[src/hw/rtl/adh_pkg.sv]
// Package for the advertising data HID parser: payload types, codes and sizes.
package adh_pkg;

  // Name buffer capacity of the device record, terminator included.
  localparam int NAME_CAPACITY = 32;
  localparam logic [7:0] NAME_LIMIT = 8'(NAME_CAPACITY - 1);

  // Depth of the result queue; one item may push up to three results.
  localparam int RESULT_DEPTH = 8;
  localparam int RESULT_PTR_W = $clog2(RESULT_DEPTH);
  localparam int RESULT_CNT_W = $clog2(RESULT_DEPTH + 1);
  localparam int MAX_PUSH = 3;

  // Result kinds.
  localparam logic [1:0] KIND_NAME_BYTE = 2'd0;
  localparam logic [1:0] KIND_NAME_END  = 2'd1;
  localparam logic [1:0] KIND_SUMMARY   = 2'd2;

  // Advertising element types.
  localparam logic [7:0] AD_UUID16_MORE    = 8'h02;
  localparam logic [7:0] AD_UUID16_ALL     = 8'h03;
  localparam logic [7:0] AD_NAME_SHORT     = 8'h08;
  localparam logic [7:0] AD_NAME_COMPLETE  = 8'h09;
  localparam logic [7:0] AD_APPEARANCE     = 8'h19;

  // HID service and appearance values.
  localparam logic [15:0] UUID_HID      = 16'h1812;
  localparam logic [15:0] APP_KEYBOARD  = 16'h03C1;
  localparam logic [15:0] APP_MOUSE     = 16'h03C2;
  localparam logic [15:0] APP_HID_MASK  = 16'hFFC0;
  localparam logic [15:0] APP_HID_BASE  = 16'h03C0;

  // Appearance classes.
  localparam logic [1:0] CLASS_KEYBOARD = 2'd1;
  localparam logic [1:0] CLASS_MOUSE    = 2'd2;

  typedef struct packed {
    logic [7:0] data_byte;
    logic       start_of_payload;
    logic [7:0] payload_length;
    logic       prior_is_hid;
    logic [1:0] prior_appearance;
  } item_t;

  typedef struct packed {
    logic [1:0] result_kind;
    logic [4:0] name_index;
    logic [7:0] name_value;
    logic [4:0] name_length;
    logic       hid_flag;
    logic [1:0] appearance_class;
    logic       last;
  } result_t;

endpackage

[src/hw/rtl/adv_data_hid_parser.sv]
// Top level of the advertising data parser that flags HID devices and their class.
//
// The item channel takes one advertising payload byte per request together with
// start_of_payload, the payload length and the record's prior HID flag and
// appearance class. The result channel returns name bytes, a name-end request
// carrying the truncated length, and one summary request (last = 1) on the
// final byte of each payload.
// Each accepted byte is parsed in the cycle it is taken; its results are registered into
// the eight-entry result queue behind any results already waiting there.
// Throughput is one byte per cycle while item_stall is low. The result port drains
// one request per cycle while result_stall is low, so a byte that makes two or three
// results needs as many result requests; item_stall rises while fewer than three
// queue entries are free, which sets the sustained rate for name-heavy payloads.
// When the receiver holds result_stall, the head request stays on the port
// unchanged and the queue fills until item_stall pushes back on the source.
// Synchronous reset empties the queue and clears the parse state; the sticky
// flags load from the prior inputs on every start_of_payload byte.
module adv_data_hid_parser (
  input  logic            clk,
  input  logic            rst,
  input  logic            item_valid,
  output logic            item_stall,
  input  adh_pkg::item_t  item,
  output logic            result_valid,
  input  logic            result_stall,
  output adh_pkg::result_t result
);

  typedef enum logic [2:0] {
    PH_LEN   = 3'b001,
    PH_TYPE  = 3'b010,
    PH_VALUE = 3'b100
  } phase_t;

  // Parse state.
  logic [7:0] byte_position, byte_position_next;
  phase_t     parse_phase, parse_phase_next;
  logic [7:0] element_remaining, element_remaining_next;
  logic [7:0] element_type, element_type_next;
  logic [7:0] value_index, value_index_next;
  logic       parse_stopped, parse_stopped_next;
  logic [7:0] held_low_byte, held_low_byte_next;
  logic       hid_seen, hid_seen_next;
  logic [1:0] appearance_seen, appearance_seen_next;

  // Result queue.
  adh_pkg::result_t                 queue [adh_pkg::RESULT_DEPTH];
  logic [adh_pkg::RESULT_PTR_W-1:0] wr_ptr, rd_ptr;
  logic [adh_pkg::RESULT_CNT_W-1:0] fill, fill_next;

  logic accept, pop;
  logic push_name_byte, push_name_end, push_summary;
  logic [1:0] push_count;
  adh_pkg::result_t name_byte_res, name_end_res, summary_res;
  adh_pkg::result_t push_res [adh_pkg::MAX_PUSH];

  assign accept       = item_valid && !item_stall;
  assign result_valid = (fill != '0);
  assign pop          = result_valid && !result_stall;
  assign result       = queue[rd_ptr];
  assign item_stall   = (fill > adh_pkg::RESULT_CNT_W'(adh_pkg::RESULT_DEPTH - adh_pkg::MAX_PUSH));

  // Parse one byte. Start of payload clears the state before the byte is used.
  always_comb begin
    logic [8:0]  pos9, len9, sum9;
    logic        is_name;
    logic [15:0] word;
    logic [8:0]  name_len9;

    byte_position_next     = byte_position;
    parse_phase_next       = parse_phase;
    element_remaining_next = element_remaining;
    element_type_next      = element_type;
    value_index_next       = value_index;
    parse_stopped_next     = parse_stopped;
    held_low_byte_next     = held_low_byte;
    hid_seen_next          = hid_seen;
    appearance_seen_next   = appearance_seen;

    if (item.start_of_payload) begin
      byte_position_next     = '0;
      parse_phase_next       = PH_LEN;
      element_remaining_next = '0;
      element_type_next      = '0;
      value_index_next       = '0;
      parse_stopped_next     = 1'b0;
      held_low_byte_next     = '0;
      hid_seen_next          = item.prior_is_hid;
      appearance_seen_next   = item.prior_appearance;
    end

    pos9      = {1'b0, byte_position_next};
    len9      = {1'b0, item.payload_length};
    sum9      = pos9 + 9'd1 + {1'b0, item.data_byte};
    is_name   = (element_type_next == adh_pkg::AD_NAME_SHORT) ||
                (element_type_next == adh_pkg::AD_NAME_COMPLETE);
    word      = {item.data_byte, held_low_byte_next};
    name_len9 = {1'b0, value_index_next} + 9'd1;
    if (name_len9 > {1'b0, adh_pkg::NAME_LIMIT}) begin
      name_len9 = {1'b0, adh_pkg::NAME_LIMIT};
    end

    push_name_byte = 1'b0;
    push_name_end  = 1'b0;
    push_summary   = 1'b0;
    name_byte_res  = '0;
    name_end_res   = '0;
    summary_res    = '0;

    name_byte_res.result_kind = adh_pkg::KIND_NAME_BYTE;
    name_byte_res.name_index  = value_index_next[4:0];
    name_byte_res.name_value  = item.data_byte;
    name_end_res.result_kind  = adh_pkg::KIND_NAME_END;

    // Bytes past the payload leave everything as it is, position included.
    if (pos9 < len9) begin
      if (!parse_stopped_next) begin
        unique case (parse_phase_next)
          PH_LEN: begin
            if ((pos9 + 9'd2 > len9) || (item.data_byte == 8'd0) || (sum9 > len9)) begin
              parse_stopped_next = 1'b1;
            end else begin
              element_remaining_next = item.data_byte;
              parse_phase_next       = PH_TYPE;
            end
          end
          PH_TYPE: begin
            element_type_next      = item.data_byte;
            value_index_next       = '0;
            held_low_byte_next     = '0;
            element_remaining_next = element_remaining_next - 8'd1;
            if (element_remaining_next == 8'd0) begin
              // An empty name element still closes with a zero length.
              push_name_end = (item.data_byte == adh_pkg::AD_NAME_SHORT) ||
                              (item.data_byte == adh_pkg::AD_NAME_COMPLETE);
              name_end_res.name_length = '0;
              parse_phase_next = PH_LEN;
            end else begin
              parse_phase_next = PH_VALUE;
            end
          end
          PH_VALUE: begin
            if (is_name) begin
              push_name_byte = (value_index_next < adh_pkg::NAME_LIMIT);
              if (element_remaining_next == 8'd1) begin
                push_name_end            = 1'b1;
                name_end_res.name_length = name_len9[4:0];
              end
            end else if ((element_type_next == adh_pkg::AD_UUID16_MORE) ||
                         (element_type_next == adh_pkg::AD_UUID16_ALL)) begin
              if (!value_index_next[0]) begin
                held_low_byte_next = item.data_byte;
              end else if (word == adh_pkg::UUID_HID) begin
                hid_seen_next = 1'b1;
              end
            end else if (element_type_next == adh_pkg::AD_APPEARANCE) begin
              if (value_index_next == 8'd0) begin
                held_low_byte_next = item.data_byte;
              end else if (value_index_next == 8'd1) begin
                priority if (word == adh_pkg::APP_KEYBOARD) begin
                  hid_seen_next        = 1'b1;
                  appearance_seen_next = adh_pkg::CLASS_KEYBOARD;
                end else if (word == adh_pkg::APP_MOUSE) begin
                  hid_seen_next        = 1'b1;
                  appearance_seen_next = adh_pkg::CLASS_MOUSE;
                end else if ((word & adh_pkg::APP_HID_MASK) == adh_pkg::APP_HID_BASE) begin
                  hid_seen_next = 1'b1;
                end
              end
            end
            if (value_index_next != 8'hFF) begin
              value_index_next = value_index_next + 8'd1;
            end
            element_remaining_next = element_remaining_next - 8'd1;
            if (element_remaining_next == 8'd0) begin
              parse_phase_next = PH_LEN;
            end
          end
          default: begin
            parse_phase_next = PH_LEN;
          end
        endcase
      end

      // The final payload byte always reports the accumulated flags.
      if (pos9 + 9'd1 == len9) begin
        push_summary                 = 1'b1;
        summary_res.result_kind      = adh_pkg::KIND_SUMMARY;
        summary_res.hid_flag         = hid_seen_next;
        summary_res.appearance_class = appearance_seen_next;
        summary_res.last             = 1'b1;
      end

      if (byte_position_next != 8'hFF) begin
        byte_position_next = byte_position_next + 8'd1;
      end
    end

    // Pack the results in order: name byte, name end, summary.
    push_count = 2'({1'b0, push_name_byte} + {1'b0, push_name_end} + {1'b0, push_summary});
    push_res[0] = push_name_byte ? name_byte_res :
                  (push_name_end ? name_end_res : summary_res);
    push_res[1] = (push_name_byte && push_name_end) ? name_end_res : summary_res;
    push_res[2] = summary_res;
  end

  always_comb begin
    fill_next = fill;
    if (accept) begin
      fill_next = fill_next + adh_pkg::RESULT_CNT_W'(push_count);
    end
    if (pop) begin
      fill_next = fill_next - adh_pkg::RESULT_CNT_W'(1);
    end
  end

  always_ff @(posedge clk) begin
    if (rst) begin
      byte_position     <= '0;
      parse_phase       <= PH_LEN;
      element_remaining <= '0;
      element_type      <= '0;
      value_index       <= '0;
      parse_stopped     <= 1'b0;
      held_low_byte     <= '0;
      hid_seen          <= 1'b0;
      appearance_seen   <= '0;
      wr_ptr            <= '0;
      rd_ptr            <= '0;
      fill              <= '0;
    end else begin
      fill <= fill_next;
      if (pop) begin
        rd_ptr <= rd_ptr + adh_pkg::RESULT_PTR_W'(1);
      end
      if (accept) begin
        byte_position     <= byte_position_next;
        parse_phase       <= parse_phase_next;
        element_remaining <= element_remaining_next;
        element_type      <= element_type_next;
        value_index       <= value_index_next;
        parse_stopped     <= parse_stopped_next;
        held_low_byte     <= held_low_byte_next;
        hid_seen          <= hid_seen_next;
        appearance_seen   <= appearance_seen_next;
        wr_ptr            <= wr_ptr + adh_pkg::RESULT_PTR_W'(push_count);
      end
    end
  end

  // Queue entries need no reset; only filled entries are ever offered.
  always_ff @(posedge clk) begin
    if (accept) begin
      for (int i = 0; i < adh_pkg::MAX_PUSH; i++) begin
        if (i < int'(push_count)) begin
          queue[wr_ptr + adh_pkg::RESULT_PTR_W'(i)] <= push_res[i];
        end
      end
    end
  end

endmodule

[config.mk]
export PLATFORM = sky130hd
export DESIGN_NAME = adv_data_hid_parser
export DESIGN_NICKNAME = d
export VERILOG_FILES = /design/src/hw/rtl/adh_pkg.sv /design/src/hw/rtl/adv_data_hid_parser.sv
export SDC_FILE = /design/constraint.sdc
export NUM_CORES = 1
export LEC_CHECK = 0
export ABC_AREA = 1
export BUFFER_PORTS_ARGS = -buffer_cell sky130_fd_sc_hd__buf_2
export CORE_AREA = 5 5 165 167
export CTS_CLUSTER_DIAMETER = 150
export DETAILED_ROUTE_END_ITERATION = 10
export DIE_AREA = 0 0 170 172
export MAX_ROUTING_LAYER = met4
export PLACE_DENSITY_LB_ADDON = 0.05
export REMOVE_ABC_BUFFERS = 1
export SETUP_SLACK_MARGIN = 0.2
export SYNTH_ARGS = -nofsm -noshare
export SYNTH_HDL_FRONTEND = slang
export SYNTH_SLANG_ARGS = --single-unit
[constraint.sdc]
create_clock -name clk -period 7.6 [get_ports clk]
set_input_delay 2.28 -clock clk [delete_from_list [all_inputs] [get_ports clk]]
set_output_delay 2.28 -clock clk [all_outputs]
set_load 0.01 [all_outputs]
==> results.md <==
* CP Buf/Inv Count at 7
* R2R Setup Slk at approximately 2.7 ns
* Clk sinks at 244
* Async SR Flop Fraction at 0
* Setup TNS at 0 ns
* Fmax at 0.154 GHz
* Worst Hold Endpoint: queue[1][4]
* WP data required at 8.05 ns
* CP max stage cell: fa_1
* DRT iter0 DRCs at 1233
* Final Cycle Share at 0.856
* Critical-path cell list: buf_2 -> inv_2 -> nand2_1 -> inv_1 -> ha_1 -> inv_1 -> nand2_1 -> a21oi_1 -> nand2_1 -> nor2_1 -> nand3_1 -> nor2_1 -> nand2_1 -> nor2_4 -> fa_1 -> o21ai_2 -> nor2_1 -> inv_1 -> buf_4 -> nand2_1 -> buf_4 -> o22ai_1
* Clock Path Buffers at 3
* Drt pass-1 iters at 7
* Final min period at 6.51 ns
* Drt via density at 5.67
* Share of layout cells above drive strength 1 at 0.0913
* Wirelength per Cell at 18.1 um
* Critical Path Most Common Cell: nand2_1
* Max-cap violations at 0
* Hold path cells at 2
* Most frequent cells after synthesis: nand2_1, inv_1, dfxtp_1
* CTS tree: done
* Synth Area per Inst at 6.83 um2
* Die Y at 172 um
* Root buffer cell: clkbuf_16
* Post-synthesis cell type count at 52
* Critical path class: in2reg
* Hold buffers post-CTS at 0
* Crit Reg-Reg Endpoint: queue[5][11]
* Diodes inserted at 0
* Critical Path Source Type: input port
* Peak VDD IR at 190 uV
* P_leak at 7.27 nW
* Worst Path Max Fanout at 19
* Delay-heaviest family, CP: simple AND/OR/NAND/NOR gates
* Utilization of the core after routing at 0.594
* Data arrival, critical path at 6.96 ns
* Final Wtd Congestion at ~0.95
* First-pass GRT wire length at 68.9 mm
* Yosys reg bits at around 240
* Sequential fraction of the synthesis area at 0.377
* Most frequent cell after synthesis: nand2_1
* Max-slew violation count at 0
* Synthesized instance count at 2025
* Largest net degree at the start of global routing at 74
* CTS clock-pin slew for the worst setup and hold paths at 0.06 ns
* Max incr delay on CP at 0.57 ns
* CTS Buf Count at 27
* # port buffers at between 40 and 50
* Initial core utilization at 0.540
* Clk_lat worst skew at 0.54 ns
* Core Region at approximately 26000 um2
* Final Hold Viols at 0
* Antenna Violating Nets Remaining at 0
* Post-CTS Setup Repair Bufs at 0
* CP endpoint kind: flop
* Rel. slew slack at 0.243
* Post-synth EDFFs at 32
* Status: complete, no violations
* Final WL at ~43 mm
* Area growth syn-to-layout at 10.1%
* Overflow after GRT at 0
* Reg2Reg Depth at 21
* Cell accounting for the most synthesized area: dfxtp_1
* Measured slew at the worst slew-check pin at 1.13 ns
* Vias in the first global route at approximately 13000
* CTS HTree Levels at 1
* Fill cells at 2522
* Die Area at around 30000 um2
* Cell Area, Synth at approximately 14000 um2
* RSZ-0062 raised after global routing: no
* Prevailing post-synth register cell: dfxtp_1
* Top-area cell type share of the netlist area at 0.307
* Drt drc at 0
* Final Net Count at 2112
* PostCTS Resize Cnt at 0
* # IOs at 50
* Site Rows at 59
* Skew final at ~0.0067 ns
* Initial antenna violation count at 0
* Reg-to-reg startpoint: byte_position[2]
* Die W at 170 um
* Synth warnings at 0
* Critical Path Start: item[11]
* Finish-stage setup viols at 0
* Area occupied by multi-input gates at slightly above 7000 um2
* Pwr Density at about 260 nW/um2
* GRT Total Usage at 0.301
* Top cells by area, synth: dfxtp_1, nand2_1, edfxtp_1, inv_1, o21ai_0
* Hold Crit Start: queue[1][4]
* Seq. cell area at around 5200 um2
* Hold crit path type: reg2reg
* DP Wirelength at 29.9 mm
* Vias at 13600
-- cell usage in the layout (no fill, tap or decap), drive strengths merged, types with 10 or more instances in the layout --
master and instances:
nand2 447, clkinv 10, nand3 132, edfxtp 32, buf 78, ha 46
nor2 198, o21ai 237, xor2 10, inv 260, o22ai 58, a31oi 30
a21oi 170, nor3 23, clkbuf 37, dfxtp 212, nand4 19, o211ai 16
-- where the power goes --
| part | internal, mW | switching, mW |
|---|---|---|
| sequential | 1.37 | 0.0487 |
| clock | 0.796 | 0.533 |
| combinational | 0.403 | 0.861 |
| total | 2.57 | 1.44 |
-- how the worst max path moves through the flow --
stage | end | slack [ns] | cells past startpoint
after global placement | queue[5][10] | 0.71 | 21
final | queue[5][11] | 1.09 | 22
after floorplan | queue[6][0] | 0.58 | 16
after CTS | queue[5][11] | 1.13 | 22
after detailed placement | queue[5][10] | 0.59 | 22
after global routing | queue[5][10] | 0.81 | 21
-- through the flow --
stage               instances  hold WS [ns]  setup slack, ns  power [mW]  area [um2]
detailed placement       2344         0.436            0.590        2.70       14300
global placement         2344         0.429            0.708        2.69       14300
CTS                      2394         0.444             1.13        4.02       15200
floorplan                1931         0.413            0.578        2.26       13400
global route             2394         0.464            0.808        4.25       15200
finish                   2394         0.452             1.09        4.01       15200
-- worst register-to-register path, delay by kind of cell (launching register included) --
family | cells | cell delay [ns]
and+or+nand+nor | 13 | 2.34
adders and majority gates | 2 | 0.91
buffers and inverters | 4 | 0.75
AOI/OAI and AO/OA | 2 | 0.48
DFF | 1 | 0.38
-- logic make-up (layout without fill, tap and decap cells) --
kind of cell | count (synthesis) | count (layout) | share of synthesized area
buf+inv | 355 | 389 | 0.0996
simple gates | 828 | 828 | 0.254
mux | 2 | 2 | 0.00145
flops | 244 | 244 | 0.377
xor+xnor | 14 | 14 | 0.00887
compound gates | 532 | 532 | 0.212
fa+ha+maj | 50 | 50 | 0.0474
-- sequential cells by signal, summed over array words and instances, names as in the netlist, named ones only --
name and flops:
queue 184, appearance_seen 2, fill 4, parse_stopped 1
hid_seen 1, wr_ptr 3, element_remaining 8, parse_phase 3
held_low_byte 8, element_type 8, rd_ptr 3, byte_position 8
value_index 8
-- routing by layer --
layer	GRT usage	part of all wire	up-vias
li1	-	-	6739
met4	0.0965	0.032	0
met5	-	0	-
met1	0.379	0.43	6350
met3	0.0313	0.053	92
met2	0.514	0.48	403
-- layout make-up --
| cell class | count | share of cell area |
|---|---|---|
| Multi-Input combinational cell | 1426 | 0.476 |
| Sequential cell | 244 | 0.342 |
| Inverter | 261 | 0.0644 |
| Clock buffer | 37 | 0.0496 |
| Timing Repair Buffer | 78 | 0.0304 |
| Tap cell | 335 | 0.0275 |
| Clock inverter | 13 | 0.00987 |
Power figures use the tool's default switching activity.
